## config.mk

```make
export PLATFORM = sky130hd
export DESIGN_NAME = latency_histogram_p99_monitor
export DESIGN_NICKNAME = d
export VERILOG_FILES = /design/src/hw/rtl/lhpm_pkg.sv /design/src/hw/rtl/lhpm_front.sv /design/src/hw/rtl/lhpm_queue.sv /design/src/hw/rtl/lhpm_back.sv /design/src/hw/rtl/latency_histogram_p99_monitor.sv
export SDC_FILE = /design/constraint.sdc
export NUM_CORES = 2
export LEC_CHECK = 0
export CORE_MARGIN = 5
export CORE_UTILIZATION = 45
export DETAILED_ROUTE_END_ITERATION = 16
export DONT_BUFFER_PORTS = 1
export GPL_ROUTABILITY_DRIVEN = 0
export PLACE_DENSITY = 0.59
export SYNTH_ARGS = -nofsm -noshare
export SYNTH_HDL_FRONTEND = slang
export SYNTH_SLANG_ARGS = --single-unit
```

## constraint.sdc

```tcl
create_clock -name i_clk -period 10 [get_ports i_clk]
set_input_delay 2 -clock i_clk [delete_from_list [all_inputs] [get_ports i_clk]]
set_output_delay 2 -clock i_clk [all_outputs]
set_load 0.02 [all_outputs]
```

## src/hw/rtl/lhpm_pkg.sv

```systemverilog
package lhpm_pkg;

    // histogram shape and counter width
    localparam int BUCKETS     = 8;
    localparam int COUNT_BITS  = 48;
    localparam int BKT_BITS    = $clog2(BUCKETS);
    localparam int CUM_BITS    = COUNT_BITS + BKT_BITS;

    // fixed field and register widths
    localparam int NUM_BOUNDS  = 7;
    localparam int BOUND_BITS  = 32;
    localparam int FIELD_BITS  = 32;
    localparam int MIN_BITS    = 16;
    localparam int OUT_BITS    = 48;
    localparam int DATA_BITS   = 32;
    localparam int ADDR_BITS   = 5;
    localparam int REG_BITS    = ADDR_BITS - 2;

    // percentile arithmetic
    localparam int PCT_DIV     = 100;
    localparam int MOD_BITS    = $clog2(PCT_DIV);

    // request queue between front and back
    localparam int QUEUE_DEPTH = 2;
    localparam int QPTR_BITS   = (QUEUE_DEPTH > 1) ? $clog2(QUEUE_DEPTH) : 1;
    localparam int QCNT_BITS   = $clog2(QUEUE_DEPTH + 1);

    typedef logic [COUNT_BITS-1:0] t_cnt;
    typedef logic [CUM_BITS-1:0]   t_cum;
    typedef logic [OUT_BITS-1:0]   t_out;

    // event codes on the mode field
    localparam logic [1:0] MODE_FLUSH  = 2'd0;
    localparam logic [1:0] MODE_ROTATE = 2'd1;
    localparam logic [1:0] MODE_ERROR  = 2'd2;

    typedef enum logic [1:0] {
        EV_FLUSH,
        EV_ROTATE,
        EV_ERROR,
        EV_NONE
    } t_kind;

    // register map, word index
    localparam logic [REG_BITS-1:0] REG_BOUND_0     = 3'd0;
    localparam logic [REG_BITS-1:0] REG_BOUND_1     = 3'd1;
    localparam logic [REG_BITS-1:0] REG_BOUND_2     = 3'd2;
    localparam logic [REG_BITS-1:0] REG_BOUND_3     = 3'd3;
    localparam logic [REG_BITS-1:0] REG_BOUND_4     = 3'd4;
    localparam logic [REG_BITS-1:0] REG_BOUND_5     = 3'd5;
    localparam logic [REG_BITS-1:0] REG_BOUND_6     = 3'd6;
    localparam logic [REG_BITS-1:0] REG_MIN_SAMPLES = 3'd7;

    localparam logic [NUM_BOUNDS-1:0][BOUND_BITS-1:0] BOUND_RESET = {
        32'd10000, 32'd5000, 32'd2500, 32'd1000, 32'd500, 32'd250, 32'd100
    };
    localparam logic [MIN_BITS-1:0] MIN_SAMPLES_RESET = 16'd100;

    typedef struct packed {
        logic [NUM_BOUNDS-1:0][BOUND_BITS-1:0] bound;
        logic [MIN_BITS-1:0]                   min_samples;
    } t_cfg;

    // one classified request
    typedef struct packed {
        t_kind                 kind;
        logic [FIELD_BITS-1:0] records;
        logic [FIELD_BITS-1:0] bytes;
        logic                  synced;
        logic [BKT_BITS-1:0]   bucket;
    } t_cmd;

    // queue status seen by its producer and consumer
    typedef struct packed {
        logic full;
        logic empty;
    } t_qstat;

endpackage

```

## src/hw/rtl/lhpm_front.sv

```systemverilog
module lhpm_front (
    input  logic                           i_valid,
    output logic                           o_ready,
    input  logic [1:0]                     i_mode,
    input  logic [lhpm_pkg::FIELD_BITS-1:0] i_batch_records,
    input  logic [lhpm_pkg::FIELD_BITS-1:0] i_batch_bytes,
    input  logic [lhpm_pkg::FIELD_BITS-1:0] i_duration_us,
    input  logic                           i_synced,
    input  lhpm_pkg::t_cfg                 i_cfg,
    input  lhpm_pkg::t_qstat               i_qstat,
    output logic                           o_push,
    output lhpm_pkg::t_cmd                 o_cmd
);
    import lhpm_pkg::*;

    t_kind               kind;
    logic [BKT_BITS-1:0] bucket;
    logic                found;

    // take a request whenever the queue has room
    assign o_ready = !i_qstat.full;
    assign o_push  = i_valid && !i_qstat.full;

    // event kind decode
    always_comb begin
        unique case (i_mode)
            MODE_FLUSH:  kind = EV_FLUSH;
            MODE_ROTATE: kind = EV_ROTATE;
            MODE_ERROR:  kind = EV_ERROR;
            default:     kind = EV_NONE;
        endcase
    end

    // first bound not exceeded wins, otherwise overflow bucket
    always_comb begin
        bucket = BKT_BITS'(BUCKETS - 1);
        found  = 1'b0;
        for (int i = 0; i < BUCKETS - 1; i++) begin
            if (!found && (i_duration_us <= i_cfg.bound[i])) begin
                found  = 1'b1;
                bucket = BKT_BITS'(i);
            end
        end
    end

    // classified request
    always_comb begin
        o_cmd.kind    = kind;
        o_cmd.records = i_batch_records;
        o_cmd.bytes   = i_batch_bytes;
        o_cmd.synced  = i_synced;
        o_cmd.bucket  = bucket;
    end

endmodule

```

## src/hw/rtl/lhpm_queue.sv

```systemverilog
module lhpm_queue (
    input  logic             i_clk,
    input  logic             i_rst_n,
    input  logic             i_push,
    input  lhpm_pkg::t_cmd   i_cmd,
    input  logic             i_pop,
    output lhpm_pkg::t_cmd   o_head,
    output lhpm_pkg::t_qstat o_qstat
);
    import lhpm_pkg::*;

    localparam logic [QPTR_BITS-1:0] PTR_LAST = QPTR_BITS'(QUEUE_DEPTH - 1);

    t_cmd                 r_mem [QUEUE_DEPTH];
    logic [QPTR_BITS-1:0] r_wr_ptr;
    logic [QPTR_BITS-1:0] n_wr_ptr;
    logic [QPTR_BITS-1:0] r_rd_ptr;
    logic [QPTR_BITS-1:0] n_rd_ptr;
    logic [QCNT_BITS-1:0] r_count;
    logic [QCNT_BITS-1:0] n_count;

    assign o_qstat.full  = (r_count == QCNT_BITS'(QUEUE_DEPTH));
    assign o_qstat.empty = (r_count == '0);
    assign o_head        = r_mem[r_rd_ptr];

    // pointer and fill tracking
    always_comb begin
        n_wr_ptr = r_wr_ptr;
        n_rd_ptr = r_rd_ptr;
        n_count  = r_count;
        if (i_push) begin
            n_wr_ptr = (r_wr_ptr == PTR_LAST) ? '0 : r_wr_ptr + QPTR_BITS'(1);
        end
        if (i_pop) begin
            n_rd_ptr = (r_rd_ptr == PTR_LAST) ? '0 : r_rd_ptr + QPTR_BITS'(1);
        end
        if (i_push && !i_pop) begin
            n_count = r_count + QCNT_BITS'(1);
        end else if (!i_push && i_pop) begin
            n_count = r_count - QCNT_BITS'(1);
        end
    end

    always_ff @(posedge i_clk) begin
        if (!i_rst_n) begin
            r_wr_ptr <= '0;
            r_rd_ptr <= '0;
            r_count  <= '0;
        end else begin
            r_wr_ptr <= n_wr_ptr;
            r_rd_ptr <= n_rd_ptr;
            r_count  <= n_count;
        end
    end

    // entry storage
    always_ff @(posedge i_clk) begin
        if (i_push) begin
            r_mem[r_wr_ptr] <= i_cmd;
        end
    end

endmodule

```

## src/hw/rtl/lhpm_back.sv

```systemverilog
module lhpm_back (
    input  logic                            i_clk,
    input  logic                            i_rst_n,
    input  lhpm_pkg::t_qstat                i_qstat,
    input  lhpm_pkg::t_cmd                  i_head,
    output logic                            o_pop,
    input  lhpm_pkg::t_cfg                  i_cfg,
    output logic                            o_valid,
    input  logic                            i_ready,
    output logic [lhpm_pkg::OUT_BITS-1:0]   o_records_total,
    output logic [lhpm_pkg::OUT_BITS-1:0]   o_bytes_total,
    output logic [lhpm_pkg::OUT_BITS-1:0]   o_sync_total,
    output logic [lhpm_pkg::OUT_BITS-1:0]   o_rotation_total,
    output logic [lhpm_pkg::OUT_BITS-1:0]   o_error_total,
    output logic [lhpm_pkg::OUT_BITS-1:0]   o_observation_total,
    output logic [lhpm_pkg::BOUND_BITS-1:0] o_p99_latency,
    output logic                            o_p99_overflow
);
    import lhpm_pkg::*;

    localparam int SUM_BITS = ((COUNT_BITS > FIELD_BITS) ? COUNT_BITS : FIELD_BITS) + 1;
    localparam t_cnt COUNT_MAX = '1;
    localparam t_out OUT_MAX   = '1;
    localparam logic [MOD_BITS-1:0] MOD_LAST = MOD_BITS'(PCT_DIV - 1);

    typedef enum logic [1:0] {
        ST_IDLE = 2'b01,
        ST_EVAL = 2'b10
    } t_state;

    function automatic t_cnt sat_add(input t_cnt acc, input logic [FIELD_BITS-1:0] v);
        logic [SUM_BITS-1:0] s;
        s = SUM_BITS'(acc) + SUM_BITS'(v);
        return (s > SUM_BITS'(COUNT_MAX)) ? COUNT_MAX : COUNT_BITS'(s);
    endfunction

    function automatic t_cnt sat_inc(input t_cnt acc);
        return (acc == COUNT_MAX) ? acc : acc + t_cnt'(1);
    endfunction

    function automatic t_out clamp_out(input t_cnt v);
        return (v > t_cnt'(OUT_MAX)) ? OUT_MAX : OUT_BITS'(v);
    endfunction

    t_state r_state;
    t_state n_state;

    t_cnt r_bkt_cnt [BUCKETS];
    t_cnt n_bkt_cnt [BUCKETS];
    t_cum r_cum     [BUCKETS];
    t_cum n_cum     [BUCKETS];
    t_cnt r_obs, n_obs;
    t_cnt r_rec, n_rec;
    t_cnt r_byt, n_byt;
    t_cnt r_syn, n_syn;
    t_cnt r_rot, n_rot;
    t_cnt r_err, n_err;
    t_cnt r_thr, n_thr;
    logic [MOD_BITS-1:0] r_mod, n_mod;

    logic                  r_out_valid;
    logic                  n_out_valid;
    t_out                  r_o_rec, r_o_byt, r_o_syn, r_o_rot, r_o_err, r_o_obs;
    logic [BOUND_BITS-1:0] r_o_p99;
    logic                  r_o_ovf;

    logic                  found;
    logic [BOUND_BITS-1:0] p99;
    logic                  ovf;
    logic                  eval;

    // one request at a time: pop, then evaluate into the output register
    assign o_pop = (r_state == ST_IDLE) && !i_qstat.empty && (!r_out_valid || i_ready);
    assign eval  = (r_state == ST_EVAL);

    always_comb begin
        n_state = r_state;
        unique case (r_state)
            ST_IDLE: if (o_pop) n_state = ST_EVAL;
            ST_EVAL: n_state = ST_IDLE;
            default: n_state = ST_IDLE;
        endcase
    end

    // counter updates for the popped request
    always_comb begin
        n_bkt_cnt = r_bkt_cnt;
        n_cum     = r_cum;
        n_obs     = r_obs;
        n_rec     = r_rec;
        n_byt     = r_byt;
        n_syn     = r_syn;
        n_rot     = r_rot;
        n_err     = r_err;
        n_thr     = r_thr;
        n_mod     = r_mod;
        if (o_pop) begin
            case (i_head.kind)
                EV_FLUSH: begin
                    n_rec = sat_add(r_rec, i_head.records);
                    n_byt = sat_add(r_byt, i_head.bytes);
                    if (i_head.synced) begin
                        n_syn = sat_inc(r_syn);
                    end
                    // bucket and running prefix sums move together
                    if (r_bkt_cnt[i_head.bucket] != COUNT_MAX) begin
                        n_bkt_cnt[i_head.bucket] = r_bkt_cnt[i_head.bucket] + t_cnt'(1);
                        for (int i = 0; i < BUCKETS; i++) begin
                            if (BKT_BITS'(i) >= i_head.bucket) begin
                                n_cum[i] = r_cum[i] + t_cum'(1);
                            end
                        end
                    end
                    // threshold floor(n*99/100) grows except when n was a multiple of 100
                    if (r_obs != COUNT_MAX) begin
                        n_obs = r_obs + t_cnt'(1);
                        if (r_mod != '0) begin
                            n_thr = r_thr + t_cnt'(1);
                        end
                        n_mod = (r_mod == MOD_LAST) ? '0 : r_mod + MOD_BITS'(1);
                    end
                end
                EV_ROTATE: n_rot = sat_inc(r_rot);
                EV_ERROR:  n_err = sat_inc(r_err);
                default:   ;
            endcase
        end
    end

    // p99 bucket search over the prefix sums
    always_comb begin
        found = 1'b0;
        p99   = '0;
        ovf   = 1'b0;
        for (int i = 0; i < BUCKETS - 1; i++) begin
            if (!found && (r_cum[i] >= CUM_BITS'(r_thr))) begin
                found = 1'b1;
                p99   = i_cfg.bound[i];
            end
        end
        if (!found) begin
            ovf = 1'b1;
        end
        if (r_obs < t_cnt'(i_cfg.min_samples)) begin
            p99 = '0;
            ovf = 1'b0;
        end
    end

    // output register valid
    always_comb begin
        n_out_valid = r_out_valid;
        if (eval) begin
            n_out_valid = 1'b1;
        end else if (i_ready) begin
            n_out_valid = 1'b0;
        end
    end

    always_ff @(posedge i_clk) begin
        if (!i_rst_n) begin
            r_state     <= ST_IDLE;
            r_out_valid <= 1'b0;
            r_obs       <= '0;
            r_rec       <= '0;
            r_byt       <= '0;
            r_syn       <= '0;
            r_rot       <= '0;
            r_err       <= '0;
            r_thr       <= '0;
            r_mod       <= '0;
            for (int i = 0; i < BUCKETS; i++) begin
                r_bkt_cnt[i] <= '0;
                r_cum[i]     <= '0;
            end
        end else begin
            r_state     <= n_state;
            r_out_valid <= n_out_valid;
            r_obs       <= n_obs;
            r_rec       <= n_rec;
            r_byt       <= n_byt;
            r_syn       <= n_syn;
            r_rot       <= n_rot;
            r_err       <= n_err;
            r_thr       <= n_thr;
            r_mod       <= n_mod;
            r_bkt_cnt   <= n_bkt_cnt;
            r_cum       <= n_cum;
        end
    end

    // result payload
    always_ff @(posedge i_clk) begin
        if (eval) begin
            r_o_rec <= clamp_out(r_rec);
            r_o_byt <= clamp_out(r_byt);
            r_o_syn <= clamp_out(r_syn);
            r_o_rot <= clamp_out(r_rot);
            r_o_err <= clamp_out(r_err);
            r_o_obs <= clamp_out(r_obs);
            r_o_p99 <= p99;
            r_o_ovf <= ovf;
        end
    end

    assign o_valid             = r_out_valid;
    assign o_records_total     = r_o_rec;
    assign o_bytes_total       = r_o_byt;
    assign o_sync_total        = r_o_syn;
    assign o_rotation_total    = r_o_rot;
    assign o_error_total       = r_o_err;
    assign o_observation_total = r_o_obs;
    assign o_p99_latency       = r_o_p99;
    assign o_p99_overflow      = r_o_ovf;

endmodule

```

## src/hw/rtl/latency_histogram_p99_monitor.sv

```systemverilog
// Flush latency histogram with a running p99 estimate. Each request (flush,
// segment rotation, io error or an unused mode) yields one result with all
// saturating totals and the bound of the first bucket whose cumulative count
// reaches floor(observations*99/100); the estimate is 0 below min_samples,
// and the overflow flag marks the unbounded bucket. A front stage classifies
// the request and picks its bucket, a two-entry queue decouples it from the
// back unit, which takes one request at a time: an idle state pops it and
// updates the counters and the running prefix sums, an evaluate state
// searches the buckets into the output register. The back unit pops the next
// request only once its output register is free or being taken; the queue
// keeps accepting requests while it has room. Counters are ready right after
// reset. Bound and min_samples registers sit at byte addresses 0x00..0x1c and
// may only be written while the block is idle.
module latency_histogram_p99_monitor (
    input  logic                            i_clk,
    input  logic                            i_rst_n,
    // request channel
    input  logic                            i_valid,
    output logic                            o_ready,
    input  logic [1:0]                      i_mode,
    input  logic [lhpm_pkg::FIELD_BITS-1:0] i_batch_records,
    input  logic [lhpm_pkg::FIELD_BITS-1:0] i_batch_bytes,
    input  logic [lhpm_pkg::FIELD_BITS-1:0] i_duration_us,
    input  logic                            i_synced,
    // result channel
    output logic                            o_valid,
    input  logic                            i_ready,
    output logic [lhpm_pkg::OUT_BITS-1:0]   o_records_total,
    output logic [lhpm_pkg::OUT_BITS-1:0]   o_bytes_total,
    output logic [lhpm_pkg::OUT_BITS-1:0]   o_sync_total,
    output logic [lhpm_pkg::OUT_BITS-1:0]   o_rotation_total,
    output logic [lhpm_pkg::OUT_BITS-1:0]   o_error_total,
    output logic [lhpm_pkg::OUT_BITS-1:0]   o_observation_total,
    output logic [lhpm_pkg::BOUND_BITS-1:0] o_p99_latency,
    output logic                            o_p99_overflow,
    // register port
    input  logic                            psel,
    input  logic                            penable,
    input  logic                            pwrite,
    input  logic [lhpm_pkg::ADDR_BITS-1:0]  paddr,
    input  logic [lhpm_pkg::DATA_BITS-1:0]  pwdata,
    output logic [lhpm_pkg::DATA_BITS-1:0]  prdata,
    output logic                            pready
);
    import lhpm_pkg::*;

    t_cfg               r_cfg;
    t_cfg               n_cfg;
    logic [REG_BITS-1:0] reg_idx;
    logic               wr_en;

    t_cmd   push_cmd;
    t_cmd   head_cmd;
    t_qstat qstat;
    logic   push;
    logic   pop;

    // register write and read
    assign pready  = 1'b1;
    assign reg_idx = paddr[ADDR_BITS-1:2];
    assign wr_en   = psel && penable && pwrite && pready;

    always_comb begin
        n_cfg = r_cfg;
        if (wr_en) begin
            unique case (reg_idx)
                REG_BOUND_0:     n_cfg.bound[0]    = pwdata;
                REG_BOUND_1:     n_cfg.bound[1]    = pwdata;
                REG_BOUND_2:     n_cfg.bound[2]    = pwdata;
                REG_BOUND_3:     n_cfg.bound[3]    = pwdata;
                REG_BOUND_4:     n_cfg.bound[4]    = pwdata;
                REG_BOUND_5:     n_cfg.bound[5]    = pwdata;
                REG_BOUND_6:     n_cfg.bound[6]    = pwdata;
                REG_MIN_SAMPLES: n_cfg.min_samples = pwdata[MIN_BITS-1:0];
                default:         ;
            endcase
        end
    end

    always_comb begin
        unique case (reg_idx)
            REG_BOUND_0:     prdata = r_cfg.bound[0];
            REG_BOUND_1:     prdata = r_cfg.bound[1];
            REG_BOUND_2:     prdata = r_cfg.bound[2];
            REG_BOUND_3:     prdata = r_cfg.bound[3];
            REG_BOUND_4:     prdata = r_cfg.bound[4];
            REG_BOUND_5:     prdata = r_cfg.bound[5];
            REG_BOUND_6:     prdata = r_cfg.bound[6];
            REG_MIN_SAMPLES: prdata = DATA_BITS'(r_cfg.min_samples);
            default:         prdata = '0;
        endcase
    end

    always_ff @(posedge i_clk) begin
        if (!i_rst_n) begin
            r_cfg.bound       <= BOUND_RESET;
            r_cfg.min_samples <= MIN_SAMPLES_RESET;
        end else begin
            r_cfg <= n_cfg;
        end
    end

    // classify and enqueue
    lhpm_front u_front (
        .i_valid         (i_valid),
        .o_ready         (o_ready),
        .i_mode          (i_mode),
        .i_batch_records (i_batch_records),
        .i_batch_bytes   (i_batch_bytes),
        .i_duration_us   (i_duration_us),
        .i_synced        (i_synced),
        .i_cfg           (r_cfg),
        .i_qstat         (qstat),
        .o_push          (push),
        .o_cmd           (push_cmd)
    );

    lhpm_queue u_queue (
        .i_clk   (i_clk),
        .i_rst_n (i_rst_n),
        .i_push  (push),
        .i_cmd   (push_cmd),
        .i_pop   (pop),
        .o_head  (head_cmd),
        .o_qstat (qstat)
    );

    // counters and p99 evaluation
    lhpm_back u_back (
        .i_clk               (i_clk),
        .i_rst_n             (i_rst_n),
        .i_qstat             (qstat),
        .i_head              (head_cmd),
        .o_pop               (pop),
        .i_cfg               (r_cfg),
        .o_valid             (o_valid),
        .i_ready             (i_ready),
        .o_records_total     (o_records_total),
        .o_bytes_total       (o_bytes_total),
        .o_sync_total        (o_sync_total),
        .o_rotation_total    (o_rotation_total),
        .o_error_total       (o_error_total),
        .o_observation_total (o_observation_total),
        .o_p99_latency       (o_p99_latency),
        .o_p99_overflow      (o_p99_overflow)
    );

endmodule

```

# == After elaboration in Yosys (flattened, before gate mapping) ==
# Memory sizes are Yosys's and may differ from the RTL's. A register that Yosys moved wholly into a read port is not among the register bits.
# Cells that the tools add are included.
# word_totals
register_bits,1652
latch_bits,0
mem_bits_rw,140
mem_bits_ro,0
input_bits,143
output_inout_bits,356
word_cells,238
memories,1
# classes
add_sub_neg,20
mul,0
div_mod_pow,0
magnitude_cmp,32
n_eq_ne,20
shifts,0
muxes,49
bitwise_logic,4
reduce_logical,68
# mem_list
memory,words,word_bits,read_ports,rd_clocked_by_memory_dff,write_ports,line_no,text
u_queue.r_mem,2,70,1,1,1,lhpm_queue.sv:14,t_cmd r_mem [QUEUE_DEPTH];
# ops
op,count
384-bit bitwise mux,1
"51-bit by 1-bit adder with 51-bit output, second input constant",7
51-bit by 48-bit greater-or-equal comparator with 1-bit output,7
"48-bit by 1-bit adder with 48-bit output, second input constant",6
"48-bit > comparator, second input constant",6
32-bit case mux with 8 select lines,1
48-bit two-way mux,5
32-bit <= comparator,7
32-bit two-way mux,7
48-bit binary-select mux with 3-bit select,1
48-bit demux with 3-bit select,1
"48-bit equality test, second input constant",3
48-bit by 32-bit adder with 49-bit output,2
"49-bit by 48-bit > comparator with 1-bit output, second input constant",2
"48-bit inequality test, second input constant",2
48-bit by 16-bit < comparator with 1-bit output,1
4-bit AND reduction,9
1-bit two-way mux,22
3-bit two-way mux,7
1-bit logical AND,20
2-bit AND reduction,10
1-bit zero test,17
"3-bit equality test, second input constant",4
3-bit AND reduction,4
24 further kinds,41

# == Logic depth before layout (Yosys ltp) ==
# logic_depth
depth_word,21
depth_mapped,21

# == Cells and area by module ==
# Synthesis repeated with hierarchy kept, for this count alone.
# hier_totals
hier_cells,10630
hier_area_um2,94211.6
# by_module_without_submodules
mod,n_inst,cells_per_inst,area_each_um2
lhpm_back,1,8150,71847.7
latency_histogram_p99_monitor,1,1378,10921.7
lhpm_front,1,862,6190.9
lhpm_queue,1,240,5251.3

# == Least setup slack after synthesis ==
# OpenSTA, ideal clock, no wires.
# synth_timing
path_type,register to register
from,register u_back.r_state[0]
to,"register u_back.r_o_byt[0], in the netlist u_back.o_bytes_total[0], enable pin"
setup_ns,0.672
arrival_time_ns,6.645
setup_slack_ns,2.683
stages_incl_launch_ff,3
period_less_slack_ns,7.317
cell_sequence,dfxtp_1 > nand2b_1 > inv_1
# synth_via
elab_chain_len,1
# synth_lines
element,line_no,text
from (decl),lhpm_back.sv:45,t_state r_state;
from (signal assigned),lhpm_back.sv:177,r_state <= n_state;
2-bit equality test,lhpm_back.sv:74,assign eval = (r_state == ST_EVAL);
named net u_back.eval,lhpm_back.sv:70,logic eval;
to (signal assigned),lhpm_back.sv:196,r_o_byt <= clamp_out(r_byt);
to (decl),lhpm_back.sv:63,"t_out r_o_rec, r_o_byt, r_o_syn, r_o_rot, r_o_err, r_o_obs;"
# The timed path passes the listed nets, and every way through them passes these cells.
# A chain may end at the register's enable or synchronous reset.

==> impl_metrics.yaml <==
synthesis:
  ys_seq_area_share_pct: 42.9
  postSynth.asyncResetShare_pct: 0
  synthMuxAreaShare_pct: 3.95
  synth_compound_area_share_pct: 16.2
  ys.flop_type: "dfxtp_1"
  synth_xor_area_share_pct: 3.52
  yosys_warnings: 0
  synth_area_leaders: "dfxtp_1 28%, edfxtp_1 15%, ha_1 8.7%"
  ys_ff_latch: 1793
  yosys.area_share.simple_pct: 19.4
  synth_area_sq_um: 94500
  yosys.area.top_type: "dfxtp_1"
  yosys.area.top_type_share_pct: 28.2
  synth_cell_types: 114
  synth-adder-area-share_pct: 8.71
  synth_top_family_by_area: "simple AND/OR/NAND/NOR gates"
  synthCells: 10600
  synth_nets: 11400
  synth-edff-count: 461
  syn_avg_cell_area_sq_um: 8.91
routing:
  wirelength_um: 305000
  vias: 79800
  vias_per_cell: 6.11
  ant_nets: 0
  drt-initial-drc-count: 8043
  avgRoutedWirePerCell_um: 23.3
  drt-pass1-iter-count: 8
  drc: 0
die:
  io_pins: 499
  die_h_um: 468
  start_util_pct: 45.2
  rows: 168
  dieArea_sq_um: 219000
  core_sq_um: 209000
  die_x_um: 468
sta:
  layout_setup_ws_ns: 2.52
  timing.slew.headroom_pct: 1.97
  min_period_ns: 7.48
  skew_ns: 0.0606
  finalMaxSlewViolations: 0
  post-route-period-util_pct: 74.8
  setup_viol: 0
  tightest_slew_ns: 1.47
  fin_setup_tns_ns: 0
  rsz0062_at_grt: "false"
  finalHoldViolCount: 0
  fmax_ghz: 0.134
global_route:
  grt_antenna_before_repair: 7
  grt_max_degree: 735
  grtUsageTotal_pct: 26.6
  grt-ovfl-total: 0
  grt_pass1_wl_um: 461000
  grt_pass1_vias: 75600
critical_path:
  critPathLaunchType: "flop"
  cp_max_fo: 70
  cp-end-kind: "flop"
  reg2reg_slack_ns: 2.52
  cp.arrival_ns: 8.16
  crit_type: "flop to flop"
  critPathRequiredTime_ns: 10.68
clocking:
  cts_root_buf: "clkbuf_16"
  path_clk_slew_ns: 0.06
  cts_setup_buffers: 0
  clockBufferDepth: 3
  cts_buffers: 196
  clock_sinks: 1793
  cts_resized: 0
  cts_tree: "built"
  clkLatencyLatePin_ns: 0.87
  cts_hold_buf: 0
  h-tree-depth: 4
hold_path:
  hp-start: "u_back.r_err[44]$_SDFFE_PN0P_"
  hp-class: "flop to flop"
power:
  ir_drop_uv: 192
  p_per_area_nw_per_um2: 184
  leakage_nw: 37.2
cells_and_area:
  layout.cells.non_filler: 13100
  final_common_cell: "nand2_1"
  fin_util_pct: 49.1
  fin_nets: 10900
  synthToLayoutAreaGrowth_pct: 8.72
  fin_area_sq_um: 103000
  drive_gt1_share_pct: 7.07
  final_cell_mix: "1424 x nand2_1, 1331 x dfxtp_1, 775 x a21oi_1"
place:
  dpl_worst_slack_ns: 2.73
  placed_cell_area_sq_um: 95900
  dpl.cell_count: 12700
  port_buffers: 0
  dp_hpwl_um: 199000
flow_run:
  cap_violations: 0
outcome:
  outcome: "finished, final reports clean"
-- layout make-up --
class / instances / area [sq um]
Antenna cell: 7 / 17.5
Clock buffer: 264 / 5510
Clock inverter: 103 / 1280
Fill cell: 19500 / 107000
Inverter: 410 / 1550
Multi-Input combinational cell: 7539 / 49300
Sequential cell: 1793 / 40500
Tap cell: 2805 / 3510
Timing Repair Buffer: 143 / 1150
-- Yosys cell counts, types with 42 or more instances --
library cell	count
nand4_1	252
nand2b_1	198
nor3_1	142
or4_1	54
or3_1	78
nand3_1	457
a21o_1	116
dfxtp_1	1332
and3_1	176
mux2i_1	231
a221o_1	51
mux2_2	96
inv_1	408
a31oi_1	123
buf_2	89
o21bai_1	56
a221oi_1	71
xnor2_1	205
and4_1	69
a21oi_1	775
o22ai_1	123
nand2_1	1426
o31ai_1	81
o211ai_1	92
and2_1	53
nor2_1	586
nor2b_1	49
o21ai_0	429
edfxtp_1	461
ha_1	655
xor2_1	167
o41ai_1	45
a211oi_1	80
o21a_1	42
nor4_1	129
clkbuf_1	701
-- where the power goes --
group          leakage (nW)  switching (mW)  internal [mW]
Sequential             15.2           0.296           7.75
Combinational          18.6            2.30           1.00
Clock                  3.31            3.18           4.41
Total                  37.2            5.78           13.2
-- worst paths after layout --
path	endpoint	cells past startpoint
max reg2reg	u_back.r_bkt_cnt[194]$_SDFFE_PN0P_	16
max	u_back.r_bkt_cnt[194]$_SDFFE_PN0P_	16
min	u_back.o_error_total[44]$_SDFFCE_PN1P_	0
min reg2reg	u_back.o_error_total[44]$_SDFFCE_PN1P_	0
-- critical path: stages, from the launching register on --
cell and delay (ns):
dfxtp_4 0.97, mux2i_4 0.35, buf_4 0.62, nor2_1 0.40
a221o_1 0.43, a222oi_1 0.50, inv_1 0.10, ha_1 0.21
inv_1 0.16, nor2_1 0.09, nand4_1 0.49, or3_2 0.43
buf_4 0.70, o21ai_4 0.38, nor2_2 0.72, buf_4 0.47
a211oi_1 0.13
-- state kept, by name (all words and copies together), names as in the netlist, 140 cells and up, named ones only --
signal	count
u_back.r_bkt_cnt	384
u_back.r_cum	357
r_cfg	240
u_queue.r_mem	140
-- metal layers --
metal | global-route usage (%) | vias to the layer above | routed length (um)
met4 | 8.89 | 8 | 10400
li1 | - | 37100 | -
met5 | 0 | - | 44
met1 | 35.8 | 38700 | 129000
met2 | 42.0 | 3387 | 136000
met3 | 6.68 | 624 | 29400
-- stage by stage --
stage,hold slack [ns],power (mW)
2_1_floorplan,0.433,10.5
3_3_place_gp,0.426,11.3
3_5_place_dp,0.432,11.4
4_1_cts,0.449,19.0
5_1_grt,0.455,19.6
6_report,0.442,18.9
-- cells by family (layout without fill, tap and decap cells) --
| kind of cell | count (synthesis) | after routing |
|---|---|---|
| AO/OA/AOI/OAI | 2393 | 2393 |
| AND/OR/NAND/NOR | 3768 | 3768 |
| adder cells (fa/ha/maj) | 657 | 657 |
| buffers and inverters | 1283 | 920 |
| other | 1 | 8 |
| XOR/XNOR | 376 | 376 |
| flip-flops | 1793 | 1793 |
| multiplexers | 344 | 344 |
Power figures use the tool's default switching activity.
